## src/sv/spi_nor_flash_command_sequencer_assert.svh

```systemverilog
// Assertion macros for the flash command sequencer.
`ifndef SPI_NOR_FLASH_COMMAND_SEQUENCER_ASSERT_SVH
`define SPI_NOR_FLASH_COMMAND_SEQUENCER_ASSERT_SVH

// Implication checked every clock, disabled in reset.
`define SNF_ASSERT_IMP(label, ante, cons, msg) \
  label: assert property (@(posedge clk) disable iff (rst) (ante) |-> (cons)) \
    else $error(msg);

// Next-cycle implication, disabled in reset.
`define SNF_ASSERT_NEXT(label, ante, cons, msg) \
  label: assert property (@(posedge clk) disable iff (rst) (ante) |=> (cons)) \
    else $error(msg);

`endif

```

## src/sv/snfcs_pkg.sv

```systemverilog
`timescale 1ns / 1ps
package snfcs_pkg;

  localparam int PAGE_BYTES   = 256;
  localparam int SECTOR_BYTES = 4096;
  localparam int BLOCK_BYTES  = 65536;
  localparam int ADDR_BITS    = 24;
  localparam int ADDR_BYTES   = (ADDR_BITS + 7) / 8;
  localparam int PAGE_BITS    = $clog2(PAGE_BYTES);
  localparam int SECTOR_BITS  = $clog2(SECTOR_BYTES);
  localparam int BLOCK_BITS   = $clog2(BLOCK_BYTES);
  localparam int MAX_RES      = 4;

  localparam logic [2:0] F_PROBE = 3'd0;
  localparam logic [2:0] F_READ  = 3'd1;
  localparam logic [2:0] F_WRITE = 3'd2;
  localparam logic [2:0] F_ESEC  = 3'd3;
  localparam logic [2:0] F_EBLK  = 3'd4;
  localparam logic [2:0] F_HOST  = 3'd5;
  localparam logic [2:0] F_REPLY = 3'd6;
  localparam logic [2:0] F_TICK  = 3'd7;

  localparam logic [2:0] K_SEND = 3'd0;
  localparam logic [2:0] K_REL  = 3'd1;
  localparam logic [2:0] K_DATA = 3'd2;
  localparam logic [2:0] K_DONE = 3'd3;
  localparam logic [2:0] K_KICK = 3'd4;
  localparam logic [2:0] K_HOST = 3'd5;

  localparam logic [2:0] ST_OK      = 3'd0;
  localparam logic [2:0] ST_NRDY    = 3'd1;
  localparam logic [2:0] ST_BADARG  = 3'd2;
  localparam logic [2:0] ST_WEFAIL  = 3'd3;
  localparam logic [2:0] ST_TIMEOUT = 3'd4;
  localparam logic [2:0] ST_IDBAD   = 3'd5;

  localparam logic [7:0] CMD_READ  = 8'h03;
  localparam logic [7:0] CMD_PROG  = 8'h02;
  localparam logic [7:0] CMD_ESEC  = 8'h20;
  localparam logic [7:0] CMD_EBLK  = 8'hD8;
  localparam logic [7:0] CMD_WREN  = 8'h06;
  localparam logic [7:0] CMD_RDSR  = 8'h05;
  localparam logic [7:0] CMD_JEDEC = 8'h9F;
  localparam logic [7:0] ID0       = 8'hEF;
  localparam logic [7:0] ID1       = 8'h40;
  localparam logic [7:0] ID2       = 8'h18;
  localparam logic [7:0] DUMMY     = 8'hFF;
  localparam logic [15:0] TIMEOUT_RESET = 16'd5000;

  typedef enum logic [10:0] {
    PH_IDLE    = 11'b00000000001,
    PH_ID      = 11'b00000000010,
    PH_HDR     = 11'b00000000100,
    PH_RDATA   = 11'b00000001000,
    PH_WE      = 11'b00000010000,
    PH_RS_CMD  = 11'b00000100000,
    PH_RS_DATA = 11'b00001000000,
    PH_HOSTW   = 11'b00010000000,
    PH_PDATA   = 11'b00100000000,
    PH_BZ_CMD  = 11'b01000000000,
    PH_BZ_DATA = 11'b10000000000
  } phase_t;

  // packed from the top down: kind ends up in the low bits
  typedef struct packed {
    logic [2:0] status;
    logic [7:0] out_byte;
    logic [2:0] kind;
  } res_t;

endpackage

```

## src/sv/spi_nor_flash_command_sequencer.sv

```systemverilog
`timescale 1ns / 1ps
// SPI NOR flash command sequencer. Each accepted event (request, host byte,
// SPI reply byte or millisecond tick) is handled by the combinational phase
// logic and yields up to three result items. Results queue in a result buffer
// of eight entries; an event is taken in any clock in which at least four
// slots are free, so back-to-back events go through without a gap as long
// as the output drains as fast as results are made. The output moves one
// result per clock while m_tready is high, so a run of events that each
// make two or three results fills the buffer and then holds the input
// until the backlog drains. A result with kind 0 is one byte exchange:
// the next serial event must be the reply byte (func 6).
module spi_nor_flash_command_sequencer import snfcs_pkg::*; (
  input  logic        clk,
  input  logic        rst,
  input  logic        cfg_we,
  input  logic [15:0] cfg_wdata,
  input  logic        s_tvalid,
  output logic        s_tready,
  input  logic [63:0] s_tdata,   // func[2:0], address[26:3], length[51:27], data_byte[59:52]
  output logic        m_tvalid,
  input  logic        m_tready,
  output logic [15:0] m_tdata,   // kind[2:0], out_byte[10:3], status[13:11]
  output logic        m_tlast
);

  localparam int QD = 8;

  logic [15:0] busy_timeout_ms;
  phase_t phase, phase_next;
  logic [2:0]  current_op, current_op_next;
  logic        ready_flag, ready_flag_next;
  logic [ADDR_BITS-1:0] cur_address, cur_address_next;
  logic [24:0] bytes_left, bytes_left_next;
  logic [PAGE_BITS:0] chunk_left, chunk_left_next;
  logic [2:0]  byte_index, byte_index_next;
  logic [15:0] elapsed_ms, elapsed_ms_next;
  logic        id_bad, id_bad_next;

  logic [2:0]  func;
  logic [23:0] address;
  logic [24:0] length;
  logic [7:0]  data_byte;
  assign func      = s_tdata[2:0];
  assign address   = s_tdata[26:3];
  assign length    = s_tdata[51:27];
  assign data_byte = s_tdata[59:52];

  res_t res [MAX_RES];
  logic [2:0] nres;

  res_t q_data [QD];
  logic       q_last [QD];
  logic [2:0] wp, rp;
  logic [3:0] cnt;
  logic       acc, pop;

  assign s_tready = (cnt <= 4'(QD - MAX_RES));
  assign acc = s_tvalid && s_tready;
  assign m_tvalid = (cnt != 4'd0);
  assign pop = m_tvalid && m_tready;
  assign m_tdata = {2'b00, q_data[rp]};
  assign m_tlast = q_last[rp];

  function automatic res_t mk(input logic [2:0] k, input logic [7:0] b, input logic [2:0] s);
    res_t r;
    r.kind = k;
    r.out_byte = b;
    r.status = s;
    return r;
  endfunction

  logic [7:0] id_exp;
  logic [PAGE_BITS:0] room;
  logic [ADDR_BITS+7:0] addr_ext;

  always_comb begin
    phase_next = phase;
    current_op_next = current_op;
    ready_flag_next = ready_flag;
    cur_address_next = cur_address;
    bytes_left_next = bytes_left;
    chunk_left_next = chunk_left;
    byte_index_next = byte_index;
    elapsed_ms_next = elapsed_ms;
    id_bad_next = id_bad;
    nres = 3'd0;
    for (int i = 0; i < MAX_RES; i++) res[i] = mk(K_SEND, 8'h00, ST_OK);
    id_exp = ID0;
    room = '0;
    addr_ext = {8'h00, cur_address};
    case (func)
      F_PROBE, F_READ, F_WRITE, F_ESEC, F_EBLK: begin
        if (phase == PH_IDLE) begin
          nres = 3'd1;
          if (func == F_PROBE) begin
            current_op_next = F_PROBE;
            id_bad_next = 1'b0;
            phase_next = PH_ID;
            byte_index_next = 3'd0;
            res[0] = mk(K_SEND, CMD_JEDEC, ST_OK);
          end else if (!ready_flag) begin
            res[0] = mk(K_DONE, 8'h00, ST_NRDY);
          end else if (((func == F_READ) || (func == F_WRITE)) && (length == 25'd0)) begin
            res[0] = mk(K_DONE, 8'h00, ST_BADARG);
          end else if ((func == F_ESEC) && (address[SECTOR_BITS-1:0] != '0)) begin
            res[0] = mk(K_DONE, 8'h00, ST_BADARG);
          end else if ((func == F_EBLK) && (address[BLOCK_BITS-1:0] != '0)) begin
            res[0] = mk(K_DONE, 8'h00, ST_BADARG);
          end else begin
            current_op_next = func;
            cur_address_next = address[ADDR_BITS-1:0];
            bytes_left_next = length;
            chunk_left_next = '0;
            if (func == F_READ) begin
              phase_next = PH_HDR;
              byte_index_next = 3'd0;
              res[0] = mk(K_SEND, CMD_READ, ST_OK);
            end else begin
              phase_next = PH_WE;
              res[0] = mk(K_SEND, CMD_WREN, ST_OK);
            end
          end
        end
      end
      F_HOST: begin
        if (phase == PH_HOSTW) begin
          phase_next = PH_PDATA;
          nres = 3'd1;
          res[0] = mk(K_SEND, data_byte, ST_OK);
        end
      end
      F_TICK: begin
        if (((phase == PH_BZ_CMD) || (phase == PH_BZ_DATA)) && (elapsed_ms != 16'hFFFF))
          elapsed_ms_next = elapsed_ms + 16'd1;
      end
      default: begin
        case (phase)
          PH_ID: begin
            case (byte_index)
              3'd1: id_exp = ID0;
              3'd2: id_exp = ID1;
              default: id_exp = ID2;
            endcase
            if ((byte_index != 3'd0) && (data_byte != id_exp)) id_bad_next = 1'b1;
            if (byte_index < 3'd3) begin
              byte_index_next = byte_index + 3'd1;
              nres = 3'd1;
              res[0] = mk(K_SEND, DUMMY, ST_OK);
            end else begin
              nres = 3'd2;
              res[0] = mk(K_REL, 8'h00, ST_OK);
              phase_next = PH_IDLE;
              if (id_bad_next) res[1] = mk(K_DONE, 8'h00, ST_IDBAD);
              else begin
                ready_flag_next = 1'b1;
                res[1] = mk(K_DONE, 8'h00, ST_OK);
              end
            end
          end
          PH_HDR: begin
            if (byte_index < 3'(ADDR_BYTES)) begin
              byte_index_next = byte_index + 3'd1;
              nres = 3'd1;
              addr_ext = {8'h00, cur_address} >> (8 * (ADDR_BYTES - 1 - int'(byte_index)));
              res[0] = mk(K_SEND, addr_ext[7:0], ST_OK);
            end else if (current_op == F_READ) begin
              phase_next = PH_RDATA;
              nres = 3'd1;
              res[0] = mk(K_SEND, DUMMY, ST_OK);
            end else if (current_op == F_WRITE) begin
              phase_next = PH_HOSTW;
              nres = 3'd1;
              res[0] = mk(K_HOST, 8'h00, ST_OK);
            end else begin
              nres = 3'd2;
              res[0] = mk(K_REL, 8'h00, ST_OK);
              elapsed_ms_next = 16'd0;
              if (busy_timeout_ms == 16'd0) begin
                phase_next = PH_IDLE;
                res[1] = mk(K_DONE, 8'h00, ST_TIMEOUT);
              end else begin
                phase_next = PH_BZ_CMD;
                res[1] = mk(K_SEND, CMD_RDSR, ST_OK);
              end
            end
          end
          PH_RDATA: begin
            res[0] = mk(K_DATA, data_byte, ST_OK);
            if (bytes_left != 25'd0) bytes_left_next = bytes_left - 25'd1;
            if (bytes_left_next != 25'd0) begin
              nres = 3'd2;
              res[1] = mk(K_SEND, DUMMY, ST_OK);
            end else begin
              nres = 3'd3;
              res[1] = mk(K_REL, 8'h00, ST_OK);
              res[2] = mk(K_DONE, 8'h00, ST_OK);
              phase_next = PH_IDLE;
            end
          end
          PH_WE: begin
            nres = 3'd2;
            res[0] = mk(K_REL, 8'h00, ST_OK);
            res[1] = mk(K_SEND, CMD_RDSR, ST_OK);
            phase_next = PH_RS_CMD;
          end
          PH_RS_CMD: begin
            nres = 3'd1;
            res[0] = mk(K_SEND, DUMMY, ST_OK);
            phase_next = PH_RS_DATA;
          end
          PH_RS_DATA: begin
            nres = 3'd2;
            res[0] = mk(K_REL, 8'h00, ST_OK);
            if (!data_byte[1]) begin
              phase_next = PH_IDLE;
              res[1] = mk(K_DONE, 8'h00, ST_WEFAIL);
            end else begin
              phase_next = PH_HDR;
              byte_index_next = 3'd0;
              if (current_op == F_WRITE) begin
                room = (PAGE_BITS+1)'(PAGE_BYTES) - {1'b0, cur_address[PAGE_BITS-1:0]};
                if ({{(25-PAGE_BITS-1){1'b0}}, room} < bytes_left) chunk_left_next = room;
                else chunk_left_next = bytes_left[PAGE_BITS:0];
                res[1] = mk(K_SEND, CMD_PROG, ST_OK);
              end else if (current_op == F_ESEC) res[1] = mk(K_SEND, CMD_ESEC, ST_OK);
              else res[1] = mk(K_SEND, CMD_EBLK, ST_OK);
            end
          end
          PH_PDATA: begin
            if (chunk_left != '0) chunk_left_next = chunk_left - (PAGE_BITS+1)'(1);
            if (bytes_left != 25'd0) bytes_left_next = bytes_left - 25'd1;
            cur_address_next = cur_address + ADDR_BITS'(1);
            if (chunk_left_next != '0) begin
              phase_next = PH_HOSTW;
              nres = 3'd1;
              res[0] = mk(K_HOST, 8'h00, ST_OK);
            end else begin
              nres = 3'd2;
              res[0] = mk(K_REL, 8'h00, ST_OK);
              elapsed_ms_next = 16'd0;
              if (busy_timeout_ms == 16'd0) begin
                phase_next = PH_IDLE;
                res[1] = mk(K_DONE, 8'h00, ST_TIMEOUT);
              end else begin
                phase_next = PH_BZ_CMD;
                res[1] = mk(K_SEND, CMD_RDSR, ST_OK);
              end
            end
          end
          PH_BZ_CMD: begin
            nres = 3'd1;
            res[0] = mk(K_SEND, DUMMY, ST_OK);
            phase_next = PH_BZ_DATA;
          end
          PH_BZ_DATA: begin
            res[0] = mk(K_REL, 8'h00, ST_OK);
            if (!data_byte[0]) begin
              nres = 3'd2;
              if ((current_op == F_WRITE) && (bytes_left != 25'd0)) begin
                phase_next = PH_WE;
                res[1] = mk(K_SEND, CMD_WREN, ST_OK);
              end else begin
                phase_next = PH_IDLE;
                res[1] = mk(K_DONE, 8'h00, ST_OK);
              end
            end else begin
              nres = 3'd3;
              res[1] = mk(K_KICK, 8'h00, ST_OK);
              if (elapsed_ms < busy_timeout_ms) begin
                phase_next = PH_BZ_CMD;
                res[2] = mk(K_SEND, CMD_RDSR, ST_OK);
              end else begin
                phase_next = PH_IDLE;
                res[2] = mk(K_DONE, 8'h00, ST_TIMEOUT);
              end
            end
          end
          default: ;
        endcase
      end
    endcase
  end

  always_ff @(posedge clk) begin
    if (rst) begin
      busy_timeout_ms <= TIMEOUT_RESET;
      phase <= PH_IDLE;
      current_op <= 3'd0;
      ready_flag <= 1'b0;
      cur_address <= '0;
      bytes_left <= '0;
      chunk_left <= '0;
      byte_index <= '0;
      elapsed_ms <= '0;
      id_bad <= 1'b0;
      wp <= '0;
      rp <= '0;
      cnt <= '0;
    end else begin
      if (cfg_we) busy_timeout_ms <= cfg_wdata;
      if (acc) begin
        phase <= phase_next;
        current_op <= current_op_next;
        ready_flag <= ready_flag_next;
        cur_address <= cur_address_next;
        bytes_left <= bytes_left_next;
        chunk_left <= chunk_left_next;
        byte_index <= byte_index_next;
        elapsed_ms <= elapsed_ms_next;
        id_bad <= id_bad_next;
        wp <= wp + nres;
      end
      if (pop) rp <= rp + 3'd1;
      cnt <= cnt + (acc ? {1'b0, nres} : 4'd0) - (pop ? 4'd1 : 4'd0);
    end
  end

  always_ff @(posedge clk) begin
    if (acc) begin
      for (int i = 0; i < MAX_RES; i++) begin
        if (3'(i) < nres) begin
          q_data[wp + 3'(i)] <= res[i];
          q_last[wp + 3'(i)] <= (3'(i) == nres - 3'd1);
        end
      end
    end
  end

`include "spi_nor_flash_command_sequencer_assert.svh"

  `SNF_ASSERT_IMP(a_no_overflow, 1'b1, cnt <= 4'(QD), "result buffer overflow")
  `SNF_ASSERT_NEXT(a_ready_needs_probe, !ready_flag && !(acc && func == F_REPLY), !ready_flag, "ready without probe reply")
  `SNF_ASSERT_IMP(a_onehot_phase, 1'b1, $onehot(phase), "phase not one-hot")
  `SNF_ASSERT_IMP(a_chunk_bound, 1'b1, chunk_left <= (PAGE_BITS+1)'(PAGE_BYTES), "chunk exceeds page")

endmodule

```

## config.mk

```make
export PLATFORM = sky130hd
export DESIGN_NAME = spi_nor_flash_command_sequencer
export DESIGN_NICKNAME = d
export VERILOG_FILES = /design/src/sv/snfcs_pkg.sv /design/src/sv/spi_nor_flash_command_sequencer.sv
export VERILOG_INCLUDE_DIRS = /design/src /design/src/sv
export SDC_FILE = /design/constraint.sdc
export NUM_CORES = 1
export LEC_CHECK = 0
export BUFFER_PORTS_ARGS = -buffer_cell sky130_fd_sc_hd__buf_2
export CAP_MARGIN = 10
export CORE_MARGIN = 10
export CORE_UTILIZATION = 35
export DETAILED_ROUTE_END_ITERATION = 8
export GPL_TIMING_DRIVEN = 0
export PLACE_DENSITY_LB_ADDON = 0.05
export SLEW_MARGIN = 10
export SYNTH_ARGS = -nofsm -noshare
export SYNTH_HDL_FRONTEND = slang
export SYNTH_SLANG_ARGS = --single-unit
```

## constraint.sdc

```tcl
create_clock -name clk -period 6.3 [get_ports clk]
set_input_delay 0.315 -clock clk [delete_from_list [all_inputs] [get_ports clk]]
set_output_delay 0.315 -clock clk [all_outputs]
set_load 0.02 [all_outputs]
```

# Word-level counts from Yosys, hierarchy flattened
# Memories as Yosys holds them, arrays and structs flattened. A register that Yosys moved wholly into a read port is not among the register bits.
# Cells that the tools add are included.
[totals]
regBits = 119
latchBits = 0
ramBits = 120
romBits = 0
elab_cells = 304
n_memories = 2
[classes]
addsub = 15
multipliers = 0
div = 0
n_lt_le_gt_ge = 8
eq_ne = 54
shifts = 1
mux = 156
n_bitwise = 6
reduce_logical = 49
[memory_table]
columns = ["name", "words", "word_bits", "read_ports", "rd_clocked_by_memory_dff", "write_ports", "line", "text"]
rows = [
  ["q_data", 8, 14, 1, 1, 3, "spi_nor_flash_command_sequencer.sv:51", "res_t q_data [QD];"],
  ["q_last", 8, 1, 1, 1, 3, "spi_nor_flash_command_sequencer.sv:52", "logic q_last [QD];"],
]
[op_table]
columns = ["cell", "n"]
rows = [
  ["2-to-1 mux 14 bit", 19],
  ["2-to-1 mux 25 bit", 9],
  ["2-to-1 mux 11 bit", 17],
  ["2-to-1 mux 24 bit", 7],
  ["2-to-1 mux 9 bit", 12],
  ["one-hot mux 25 bit (2 select lines)", 2],
  ["one-hot mux 11 bit (9 select lines)", 1],
  ["one-hot mux 14 bit (7 select lines)", 1],
  ["one-hot mux 14 bit (6 select lines)", 1],
  ["2-to-1 mux 16 bit", 5],
  ["2-to-1 mux 3 bit", 24],
  ["one-hot mux 16 bit (2 select lines)", 2],
  ["nonzero test 25 bit", 2],
  ["one-hot mux 24 bit (2 select lines)", 1],
  ["one-hot mux 14 bit (3 select lines)", 1],
  ["2-to-1 mux 10 bit", 4],
  ["one-hot mux 9 bit (2 select lines)", 2],
  ["!= test 3 bit, second input constant", 11],
  ["one-hot mux 11 bit (3 select lines)", 1],
  [">> shifter 24 x 32 -> 8 bit", 1],
  ["2-to-1 mux 28 bit", 1],
  ["one-hot mux 14 bit (2 select lines)", 1],
  ["2-to-1 mux 1 bit", 26],
  ["zero test 25 bit", 1],
  ["73 further kinds", 137],
]

# Depth between registers and ports, before layout
# Gate-level depths: netlist of the first run.
[logic_depth]
depth_word = 14
mapped_depth = 22
ltp_nobuf = 18

# Worst setup path before layout of the first run
# Ideal clock, no wire load.
[synth_path]
path_type = "register to register"
start = "register bytes_left[0]"
end = "register cnt[2]"
setup_ns = 0.128
t_arrival_ns = 4.179
required_ns = 6.172
path_slack_ns = 1.993
path_stages_with_launch = 22
path_buffers = 3
path_cell_list = "dfxtp_1 > inv_1 > ha_1 > clkbuf_1 > or4b_2 > nor2_1 > nand3_1 > xor2_1 > and4bb_1 > nand4_2 > o311a_4 > buf_6 > buf_2 > inv_1 > nand2_1 > ha_1 > inv_1 > ha_1 > inv_1 > fa_1 > xor2_1 > nor2_1"
[synth_between]
elab_chain_len = 11
word_cells_on_any_way = 12
cone_classes = "3 x add/sub; 7 x mux; 2 x reduce/logical"
[synth_rtl]
columns = ["element", "line", "text"]
rows = [
  ["start, declared", "spi_nor_flash_command_sequencer.sv:33", "logic [24:0] bytes_left, bytes_left_next;"],
  ["start signal, assigned", "spi_nor_flash_command_sequencer.sv:306", "bytes_left <= bytes_left_next;"],
  ["subtractor 25 x 1 -> 25 bit / nonzero test 25 bit (equally long branches)", "spi_nor_flash_command_sequencer.sv:189", "if (bytes_left != 25'd0) bytes_left_next = bytes_left - 25'd1;"],
  ["2-to-1 mux 25 bit *", "spi_nor_flash_command_sequencer.sv:189", ""],
  ["2-to-1 mux 25 bit *", "spi_nor_flash_command_sequencer.sv:137", "case (phase)"],
  ["2-to-1 mux 25 bit *", "spi_nor_flash_command_sequencer.sv:91", "case (func)"],
  ["nonzero test 25 bit *", "spi_nor_flash_command_sequencer.sv:190", "if (bytes_left_next != 25'd0) begin"],
  ["2-to-1 mux 1 bit *", "spi_nor_flash_command_sequencer.sv:190", ""],
  ["one-hot mux 2 bit (7 select lines) *", "spi_nor_flash_command_sequencer.sv:137", ""],
  ["one-hot mux 2 bit (3 select lines) *", "spi_nor_flash_command_sequencer.sv:91", ""],
  ["2-to-1 mux 3 bit *", "spi_nor_flash_command_sequencer.sv:314", "cnt <= cnt + (acc ? {1'b0, nres} : 4'd0) - (pop ? 4'd1 : 4'd0);"],
  ["adder 4 x 3 -> 4 bit *", "spi_nor_flash_command_sequencer.sv:314", ""],
  ["subtractor 4 x 1 -> 4 bit *", "spi_nor_flash_command_sequencer.sv:314", ""],
  ["end signal, assigned", "spi_nor_flash_command_sequencer.sv:314", ""],
  ["end, declared", "spi_nor_flash_command_sequencer.sv:54", "logic [3:0] cnt;"],
]
# Mark *: on every way between the ends. The rest lies on a longest branch, timed or not. The select of a mux whose other input is x is not followed.
# A chain may end at the register's enable or synchronous reset.

# Worst setup path after layout of the first run
[layout_path]
start = "register phase[8]"
end = "register cnt[2]"
[layout_between]
elab_chain_len = 7
word_cells_on_any_way = 20
cone_classes = "2 x add/sub; 11 x eq/ne; 5 x mux; 2 x reduce/logical"
[layout_rtl]
columns = ["element", "line", "text"]
rows = [
  ["start, declared", "spi_nor_flash_command_sequencer.sv:29", "phase_t phase, phase_next;"],
  ["start signal, assigned", "spi_nor_flash_command_sequencer.sv:302", "phase <= phase_next;"],
  ["equality test 11 x 10 -> 1 bit, or another cell as far along", "spi_nor_flash_command_sequencer.sv:137", ""],
  ["OR reduction 2 bit (no source line)", "n/a", ""],
  ["one-hot mux 2 bit (7 select lines)", "spi_nor_flash_command_sequencer.sv:137", ""],
  ["one-hot mux 2 bit (3 select lines) *", "spi_nor_flash_command_sequencer.sv:91", ""],
  ["2-to-1 mux 3 bit *", "spi_nor_flash_command_sequencer.sv:314", ""],
  ["adder 4 x 3 -> 4 bit *", "spi_nor_flash_command_sequencer.sv:314", ""],
  ["subtractor 4 x 1 -> 4 bit *", "spi_nor_flash_command_sequencer.sv:314", ""],
]
# Mark *: on every way between the ends. The rest lies on a longest branch, timed or not.

==> metrics.txt, run 1 <==
outcome=finished, final reports clean; slew margin rel.=19.7%; unique cell type count in the Yosys netlist=92; register area share after synthesis=32.8%; P per Cell Area=267 nW/µm²; post-synthesis instance total=2005; Clock power frac=36.0%; clock buffer count from CTS=31; Int Pwr=0.00328 W; Main synth FF type=dfxtp_1; CP endpoint kind=flop; DR iter-0 viols=1493; FF+latch count, synth=242; number of failing hold endpoints at the final stage=0; Placed Area=17600 µm²; highest-delay cell along the critical path=a21oi_1; switch share=34.4%; Rows=78; Worst path max stage delay=0.96 ns; DR DRC count=0; Die Height=235 µm; htree depth=1; final setup fails=0; Final nets=2287; Clock transition at path regs=0.06 ns; gr usage total=23.4%; global-route wire length before repair=102000 µm; Worst IR Drop VDD=0.196 mV; EDFF count, synth=48; clk_skew=0.0317 ns; number of global-route vias before repair=16086; Synthesis Warnings=0; Antenna diodes=0; RSZ-0062 raised after global routing=no; combinational share of power=29.3%; dpl hpwl=52200 µm; initial core utilization=35.6%; Ports=104; post-CTS sizing=0; via count of the routed design=16484; fillcell total=4794; Worst path most repeated cell=inv_1; WL/cell=24.4 µm; Final TNS setup=0 ns; fin cells=2781; CTS tree=done; post-CTS setup buffers=0; largest net degree at the start of global routing=15; start-to-end type of the worst setup path=flop to flop; initial antenna violation count=0; Post-DRT Antenna Nets=0; Period Utilization, post-route=87.8%; syn avg cell area=8.10 µm²; layout cell share with drive strength beyond 1=12.9%; Slew Viols, Final=0; Hold Crit Class=input pin to flop; met1 Usage GRT=29.8%; P_leak=7.21 nW; worst path cell trace=clkbuf_1 -> nor4_2 -> clkbuf_1 -> nand4_1 -> o211a_1 -> a21oi_1 -> o21ai_0 -> o311a_4 -> buf_6 -> buf_2 -> inv_1 -> nand2_1 -> ha_1 -> inv_1 -> ha_1 -> inv_1 -> fa_1 -> xor2_1 -> nor2_1; Synth Cell Area=16200 µm²; M3 GR Usage=3.18%; WL final=67700 µm; Buffers on Ports=97; Clk Latency, worst-skew pair=0.59 ns; CP bufs+invs=7; Most Used Layer, Global Route=met2; TritonCTS Sinks=242; Critical Path AT=5.96 ns; vias per cell=5.93; total power=0.00500 W; max cap viols=0; Die X=235 µm; Setup crit start kind=flop; met2 Usage GRT=39.7%; Flop pwr share=34.6%; Placer Congestion=0.947; Overflow after GRT=0; total die area=55400 µm²; drt first pass iters=8; final instance area=18700 µm²; family with the most delay on the worst path=compound AO/OA/AOI/OAI gates; Core Box Area=45700 µm²; crit path max fanout=10; placed insts=2709; P&R area growth vs syn=15.4%; root buffer cell=clkbuf_16; async set-reset flop share out of synthesis=0%; Worst Tran Pin Value=1.21 ns; required time worst endpoint=6.73 ns; maximum clock path buffer count=3; Tmin final=5.53 ns; Sw Pwr=0.00172 W; FMAX=181 MHz
-- placed cells by master, fill, tap and decap left out, drive strengths merged, types with 27 or more instances in the layout --
master,instances
nor2,220
nand2,200
dfxtp,194
a21oi,155
clkbuf,155
buf,136
o21ai,114
nand3,82
mux2i,61
inv,58
nor3,56
nor4,49
edfxtp,48
ha,43
o22ai,36
nand4,36
o211ai,32
mux4,30
or3,30
mux2,29
and3,27
-- through the flow --
step / setup slack, ns / hold WS [ns] / util [%]
2_1_floorplan: 1.99 / 0.410 / -
3_3_place_gp: 0.812 / 0.423 / 38.3
3_5_place_dp: 0.915 / 0.431 / 38.4
4_1_cts: 0.858 / 0.000975 / 41.0
5_1_grt: 0.524 / 0.0307 / 41.0
6_report: 0.767 / 0.0196 / 41.0
-- path summary, 6_finish.rpt --
check,cells past startpoint,to,slack [ns],from
setup / recovery,19,cnt[2],0.77,phase[8]
hold / removal,3,busy_timeout_ms[2],0.02,cfg_wdata[2]
setup reg to reg,19,cnt[2],0.77,phase[8]
hold reg to reg,2,q_data[1][10],0.44,q_data[1][10]
-- synthesized netlist by cell type, types with 7 or more instances --
cell type	count	area, µm²
nor2_1	219	822
xnor2_1	10	87.6
nor4_1	44	275
or4_1	19	143
dfxtp_1	194	3880
o211ai_1	32	240
edfxtp_1	48	1440
ha_1	43	538
a21oi_1	155	776
o31ai_1	11	82.6
clkbuf_1	114	428
and4_1	10	87.6
inv_1	55	206
o22ai_1	36	225
nor3b_1	11	82.6
and2_1	22	138
a31o_2	7	61.3
a221oi_1	11	96.3
nor4b_1	7	61.3
nand3_1	82	410
or3_1	29	181
a211oi_1	17	128
nand2_1	200	751
or2_2	11	68.8
and3_1	27	169
xor2_1	25	219
buf_2	9	45.0
a31oi_1	17	106
nor3_1	55	275
mux2i_1	61	611
nand2b_1	19	119
mux2_2	28	315
o21a_1	10	75.1
o21ai_0	105	526
a22oi_1	22	165
nor2b_1	14	87.6
o21ai_1	8	40.0
a21o_1	22	165
buf_1	18	67.6
nand4_1	35	219
mux4_2	30	676
-- cell families (layout without fill, tap and decap cells) --
| family | count (synthesis) | in the layout | synth area share [%] |
|---|---|---|---|
| and+or+nand+nor | 834 | 834 | 25.9 |
| AOI/OAI and AO/OA | 525 | 525 | 20.8 |
| DFF | 242 | 242 | 32.8 |
| buffers and inverters | 202 | 377 | 4.97 |
| muxes | 120 | 120 | 9.93 |
| adders and majority gates | 45 | 45 | 3.56 |
| xor gates and xnor gates | 36 | 36 | 1.99 |
| other | 1 | 2 | 0.0231 |
-- power by group through the flow --
stage,Combinational [W],Clock [W],Sequential [W]
after floorplan,0.000982,0,0.00174
after global placement,0.00144,0,0.00176
after detailed placement,0.00145,0,0.00176
after CTS,0.00146,0.00183,0.00173
after global routing,0.00160,0.00190,0.00174
final,0.00147,0.00180,0.00173
-- worst min-delay path: cells and delay by family --
kind                   cells  cell delay, ns
multiplexers               1            0.06
AND/OR/NAND/NOR            1            0.08
buffers and inverters      1            0.09
-- layer usage --
layer / wire length (µm) / share of wire [%]
met5: 0 / 0
met4: 2130 / 3.1
met3: 3810 / 5.6
met2: 32500 / 48
met1: 29300 / 43
-- repair_timing --
action	in CTS	in global routing
endpoints found under the setup margin	0	0
endpoints found under the hold margin	15	0
hold buffers	15	0
-- state kept, by name, indices dropped and copies added (netlist names), named ones only --
signal / count
cur_address: 24
rp: 3
chunk_left: 9
byte_index: 3
id_bad: 1
current_op: 3
cnt: 4
q_last: 8
ready_flag: 1
bytes_left: 25
wp: 3
elapsed_ms: 16
q_data: 112
phase: 11
busy_timeout_ms: 16
-- cell type report --
| class | instances | area (µm²) | share of cell area (%) |
|---|---|---|---|
| clock buffer | 41 | 875 | 4.67 |
| sequential | 242 | 5330 | 28.4 |
| tap | 600 | 751 | 4.01 |
| timing repair buffer | 118 | 678 | 3.62 |
| clock inverter | 16 | 141 | 0.754 |
| buffer | 147 | 601 | 3.20 |
| inverter | 55 | 206 | 1.10 |
| multi-input combinational | 1562 | 10200 | 54.2 |
No activity file was read; power rests on OpenSTA's default activity.
==> inputs of run 2 (changes only) <==
--- a/config.mk
+++ b/config.mk
@@ -9,7 +9,7 @@
 export BUFFER_PORTS_ARGS = -buffer_cell sky130_fd_sc_hd__buf_2
 export CAP_MARGIN = 10
 export CORE_MARGIN = 10
-export CORE_UTILIZATION = 35
+export CORE_UTILIZATION = 62
 export DETAILED_ROUTE_END_ITERATION = 8
 export GPL_TIMING_DRIVEN = 0
 export PLACE_DENSITY_LB_ADDON = 0.05
==> constraint.sdc (replaced) <==
create_clock -name clk -period 5.1 [get_ports clk]
set_input_delay 0.255 -clock clk [delete_from_list [all_inputs] [get_ports clk]]
set_output_delay 0.255 -clock clk [all_outputs]
set_load 0.02 [all_outputs]
==> run 2 against run 1 <==
- design area is 0.83% lower
- hold slack got worse by 0.0093 ns
- sequential power increased by 24%
- count of clock-buffer cells in the layout decreased by 5
- clock power up 21%
- flip-flop and latch count did not move
- first-iteration DRC count grew 75%
==> metrics.txt, run 2 (same netlist as run 1, synthesis figures left out) <==
outcome=finished, final reports clean (unchanged); root buffer cell=clkbuf_16 (unchanged); Ports=104 (unchanged); vias per cell=7.04 (was 5.93); via count of the routed design=17771 (was 16484); CTS tree=done (unchanged); Buffers on Ports=97 (unchanged); max reg flops=112 (unchanged); Final nets=2296 (was 2287); Die Height=182 µm (was 235 µm); Period Utilization, post-route=97.8% (was 87.8%); slew margin rel.=15.0% (was 19.7%); initial antenna violation count=0 (unchanged); post-layout util=71.7% (was 41.0%); Post-DRT Antenna Nets=0 (unchanged); P&R area growth vs syn=14.4% (was 15.4%); FMAX=200 MHz (was 181 MHz); most frequent cells in the layout=nor2_1, nand2_1, dfxtp_1 (unchanged); gr usage total=35.3% (was 23.4%); maximum clock path buffer count=3 (unchanged); Placer Congestion=1.07 (was 0.947); Worst path max stage delay=0.56 ns (was 0.96 ns); highest-delay cell along the critical path=or4_4 (was a21oi_1); WL final=61800 µm (was 67700 µm); Setup crit start kind=flop (unchanged); Clk Latency, worst-skew pair=0.57 ns (was 0.59 ns); total die area=33100 µm² (was 55400 µm²); Overflow after GRT=0 (unchanged); clk_skew=0.0233 ns (was 0.0317 ns); initial core utilization=62.7% (was 35.6%); max cap viols=0 (unchanged); layout cell share with drive strength beyond 1=13.8% (was 12.9%); worst hold margin=0.0103 ns (was 0.0196 ns); commonest non-fill, non-tap cell in the layout=nor2_1 (unchanged); Core Box Area=25900 µm² (was 45700 µm²); Most flops, register=q_data (unchanged); fin cells=2523 (was 2781); WL/cell=24.5 µm (was 24.4 µm); dpl hpwl=45200 µm (was 52200 µm); Worst IR Drop VDD=0.431 mV (was 0.196 mV); number of global-route vias before repair=17099 (was 16086); Rows=59 (was 78); start-to-end type of the worst setup path=flop to flop (unchanged); Critical Path AT=5.42 ns (was 5.96 ns); top flop regs=q_data: 112 flops, bytes_left: 25 flops, cur_address: 24 flops (unchanged); clock buffer count from CTS=28 (was 31); htree depth=1 (unchanged); DR iter-0 viols=2616 (was 1493); Clock transition at path regs=0.06 ns (about the same); crit path max fanout=10 (unchanged); Placed Area=17200 µm² (was 17600 µm²); Hold Crit Class=input pin to flop (unchanged); total power=0.00617 W (was 0.00500 W); placed insts=2444 (was 2709); Slew Viols, Final=0 (unchanged); RSZ-0062 raised after global routing=no (unchanged); Worst Tran Pin Value=1.27 ns (was 1.21 ns); final setup fails=0 (unchanged); CP endpoint kind=flop (unchanged); number of failing hold endpoints at the final stage=0 (unchanged); TritonCTS Sinks=242 (unchanged); Die X=182 µm (was 235 µm); drt first pass iters=6 (was 8); global-route wire length before repair=94400 µm (was 102000 µm); required time worst endpoint=5.53 ns (was 6.73 ns); Tmin final=4.99 ns (was 5.53 ns); DR DRC count=0 (unchanged); Antenna diodes=0 (unchanged); family with the most delay on the worst path=simple AND/OR/NAND/NOR gates (was compound AO/OA/AOI/OAI gates); CP bufs+invs=7 (unchanged); P_leak=7.26 nW (was 7.21 nW); fillcell total=2037 (was 4794); P per Cell Area=332 nW/µm² (was 267 nW/µm²); final instance area=18600 µm² (was 18700 µm²); worst path cell trace=buf_6 -> or4_4 -> or4_4 -> buf_6 -> o211ai_1 -> a22oi_2 -> nor2b_4 -> nand4_4 -> o311a_4 -> buf_6 -> buf_2 -> inv_1 -> nand2_2 -> ha_1 -> inv_1 -> ha_1 -> inv_1 -> fa_1 -> xor2_1 -> nor2_1 (was clkbuf_1 -> nor4_2 -> clkbuf_1 -> nand4_1 -> o211a_1 -> a21oi_1 -> o21ai_0 -> o311a_4 -> buf_6 -> buf_2 -> inv_1 -> nand2_1 -> ha_1 -> inv_1 -> ha_1 -> inv_1 -> fa_1 -> xor2_1 -> nor2_1); largest net degree at the start of global routing=15 (unchanged)
[run 2: cell count changes in the layout (fill, tap and decap cells not counted), sizes merged]
cell,delta
buf,+11
inv,+1
clkbuf,-7
dlygate4sd3,+3
clkinv,-3
bufinv,+2
[run 2: power breakdown]
group          leakage, nW  internal [W]  switching, W  total [W]
clock                0.493       0.00130      0.000884    0.00218
sequential            2.02       0.00207     0.0000688    0.00214
combinational         4.75      0.000725       0.00112    0.00185
[run 2: final timing paths]
check	from	end	slack [ns]	depth (start not counted)
min	s_tdata[3]	cur_address[0]	0.01	3
min reg2reg	q_data[2][8]	q_data[2][8]	0.44	2
max	bytes_left[9]	cnt[2]	0.11	20
max reg2reg	bytes_left[9]	cnt[2]	0.11	20
[run 2: tightest hold or removal path, cell delays in order]
cell and delay [ns]:
buf_2 0.11, nand3_1 0.08, a31oi_1 0.08
[run 2: cell type report]
type	count	area (µm²)	area share, %
sequential	242	5330	28.7
clock buffer	36	783	4.21
inverter	55	206	1.11
multi-input combinational	1562	10300	55.2
buffer	144	589	3.17
clock inverter	16	210	1.13
timing repair buffer	133	791	4.25
tap	335	419	2.25
[run 2: stage by stage]
| step | TNS (ns) | setup slack [ns] |
|---|---|---|
| finish | 0 | 0.110 |
| global route | 0 | 0.0105 |
| CTS | 0 | 0.0177 |
| detailed placement | -0.454 | -0.207 |
| global placement | -0.482 | -0.185 |
| floorplan | 0 | 0.793 |
[run 2: what timing repair did]
| item | 4_1_cts | 5_1_grt |
|---|---|---|
| resized for setup | 2 | 20 |
| setup buffers | 0 | 11 |
| hold buffers | 18 | 0 |
| setup endpoints to repair | 3 | 28 |
| pin swaps | 0 | 9 |
| endpoints found under the hold margin | 18 | 0 |
[run 2: routing by layer]
layer	up-vias	GRT usage (%)	wire (µm)
li1	7791	-	-
met1	8322	42.1	22700
met2	1324	56.5	27600
met3	334	7.53	7120
met4	0	23.1	4380
met5	-	0	0
==> inputs of run 3 (changes only) <==
--- a/config.mk
+++ b/config.mk
@@ -9,7 +9,7 @@
 export BUFFER_PORTS_ARGS = -buffer_cell sky130_fd_sc_hd__buf_2
 export CAP_MARGIN = 10
 export CORE_MARGIN = 10
-export CORE_UTILIZATION = 62
+export CORE_UTILIZATION = 65
 export DETAILED_ROUTE_END_ITERATION = 8
 export GPL_TIMING_DRIVEN = 0
 export PLACE_DENSITY_LB_ADDON = 0.05
==> constraint.sdc (replaced) <==
create_clock -name clk -period 6.4 [get_ports clk]
set_input_delay 0.32 -clock clk [delete_from_list [all_inputs] [get_ports clk]]
set_output_delay 0.32 -clock clk [all_outputs]
set_load 0.02 [all_outputs]
==> run 3 against run 2 <==
- global-route usage increased by 1.7 points
- cell count down 1.6%
- wire length is 2.4% lower
- highest routed layer unchanged
==> metrics.txt, run 3 (same netlist as run 1, synthesis figures left out) <==
FMAX=171 MHz (was 200 MHz); Critical Path AT=6.26 ns (was 5.42 ns); max cap viols=0 (unchanged); highest-delay cell along the critical path=nor3_1 (was or4_4); number of failing hold endpoints at the final stage=0 (unchanged); Rows=57 (was 59); Die Height=178 µm (was 182 µm); maximum clock path buffer count=3 (unchanged); Clk Latency, worst-skew pair=0.55 ns (was 0.57 ns); top flop regs=q_data: 112 flops, bytes_left: 25 flops, cur_address: 24 flops (unchanged); worst path cell trace=clkbuf_1 -> nor3_1 -> nand4_1 -> o211a_1 -> a21oi_1 -> o21ai_0 -> o311a_4 -> buf_6 -> buf_2 -> inv_1 -> nand2_1 -> ha_1 -> inv_1 -> ha_1 -> inv_1 -> fa_1 -> xor2_1 -> nor2_1 (was buf_6 -> or4_4 -> or4_4 -> buf_6 -> o211ai_1 -> a22oi_2 -> nor2b_4 -> nand4_4 -> o311a_4 -> buf_6 -> buf_2 -> inv_1 -> nand2_2 -> ha_1 -> inv_1 -> ha_1 -> inv_1 -> fa_1 -> xor2_1 -> nor2_1); crit path max fanout=10 (unchanged); post-CTS sizing=0 (was 2); total die area=31700 µm² (was 33100 µm²); clk_skew=0.0148 ns (was 0.0233 ns); global-route wire length before repair=93600 µm (was 94400 µm); DR DRC count=0 (unchanged); Slew Viols, Final=0 (unchanged); TritonCTS Sinks=242 (unchanged); layout cell share with drive strength beyond 1=12.4% (was 13.8%); WL/cell=24.3 µm (was 24.5 µm); Hold Crit Class=input pin to flop (unchanged); Worst Tran Pin Value=1.31 ns (was 1.27 ns); Setup crit start kind=flop (unchanged); Antenna diodes=0 (unchanged); Worst IR Drop VDD=0.266 mV (was 0.431 mV); root buffer cell=clkbuf_16 (unchanged); dpl hpwl=44900 µm (was 45200 µm); Worst Slack Setup Final=0.561 ns (was 0.110 ns); Multi-input gate area=10100 µm² (was 10300 µm²); number of global-route vias before repair=17237 (was 17099); Final TNS setup=0 ns (unchanged); start-to-end type of the worst setup path=flop to flop (unchanged); clock buffer count from CTS=27 (was 28); Post-DRT Antenna Nets=0 (unchanged); drt first pass iters=9 (was 6); FF/Latch Area=5330 µm² (about the same); slew margin rel.=10.2% (was 15.0%); Tmin final=5.84 ns (was 4.99 ns); Clock transition at path regs=0.06 ns (about the same); final setup fails=0 (unchanged); htree depth=1 (unchanged); Worst path most repeated cell=inv_1; max reg flops=112 (unchanged); commonest non-fill, non-tap cell in the layout=nor2_1 (unchanged); initial core utilization=66.4% (was 62.7%); Ports=104 (unchanged); outcome=finished, final reports clean (unchanged); Worst path max stage delay=1.01 ns (was 0.56 ns); largest net degree at the start of global routing=15 (unchanged); fillcell total=1904 (was 2037); required time worst endpoint=6.82 ns (was 5.53 ns); WL final=60400 µm (was 61800 µm); P per Cell Area=262 nW/µm² (was 332 nW/µm²); DR iter-0 viols=2474 (was 2616); CTS tree=done (unchanged); gr usage total=37.0% (was 35.3%); Die X=178 µm (was 182 µm); total power=0.00475 W (was 0.00617 W); via count of the routed design=17603 (was 17771); Most flops, register=q_data (unchanged); Core Box Area=24500 µm² (was 25900 µm²); P&R area growth vs syn=11.5% (was 14.4%); FF-to-FF setup slack=0.56 ns (was 0.11 ns); Placer Congestion=1.10 (was 1.07); most frequent cells in the layout=nor2_1, nand2_1, dfxtp_1 (unchanged); Period Utilization, post-route=91.2% (was 97.8%); P_leak=7.06 nW (was 7.26 nW); initial antenna violation count=0 (unchanged); RSZ-0062 raised after global routing=no (unchanged); Overflow after GRT=0 (unchanged); Final nets=2268 (was 2296); vias per cell=7.09 (was 7.04); CP endpoint kind=flop (unchanged); Buffers on Ports=97 (unchanged); DP Worst Slack=1.15 ns (was -0.207 ns); worst hold margin=0.00984 ns (was 0.0103 ns)
[run 3: cell count changes in the layout (fill, tap and decap cells not counted), sizes merged]
cell / previous run / this run
clkbuf: 148 / 145
buf: 147 / 134
bufinv: 4 / 3
clkinvlp: 1 / 5
inv: 59 / 57
clkinv: 7 / 8
dlygate4sd3: 18 / 2
[run 3: layout make-up]
class,count,share of cell area (%)
plain buffers,147,3.32
repair buffers,103,2.92
multi-input cells,1562,55.9
well taps,324,2.24
inverters,55,1.14
flip-flops and latches,242,29.4
clock inverters,18,1.11
clock buffers,31,3.92
[run 3: critical path, delay by kind of cell (launching register included)]
kind,cells,cell delay (ns)
xor+xnor,1,0.18
flops,1,0.29
buf+inv,6,0.84
compound gates,4,1.81
fa+ha+maj,3,0.84
simple gates,4,1.74
[run 3: worst paths after layout]
path / from / endpoint / cells after the start
max: phase[9] / cnt[2] / 18
min: cfg_wdata[1] / busy_timeout_ms[1] / 3
max reg2reg: phase[9] / cnt[2] / 18
min reg2reg: q_data[1][8] / q_data[1][8] / 2
[run 3: power by group]
group	total, W	switching (W)	internal [W]
registers	0.00170	0.0000564	0.00165
clock network	0.00162	0.000694	0.000926
logic	0.00142	0.000887	0.000536
[run 3: through the flow]
stage | instances | utilization, % | instance area [µm²]
floorplan | 2006 | - | 16200
global placement | 2427 | 70.1 | 17100
detailed placement | 2431 | 70.2 | 17200
CTS | 2482 | 74.0 | 18100
global route | 2482 | 74.0 | 18100
finish | 2482 | 74.0 | 18100
[run 3: per-layer routing]
metal / track usage (%) / up-vias / share of wire [%]
met4: 24.9 / 0 / 7.7
met5: 0 / - / 0
met2: 60.7 / 1406 / 45
met3: 6.83 / 373 / 12
li1: - / 7730 / -
met1: 43.6 / 8094 / 36
[run 3: repair_timing]
item | CTS | global route
setup buffers | 0 | 0
hold endpoints to repair | 2 | 0
hold buffers | 2 | 0
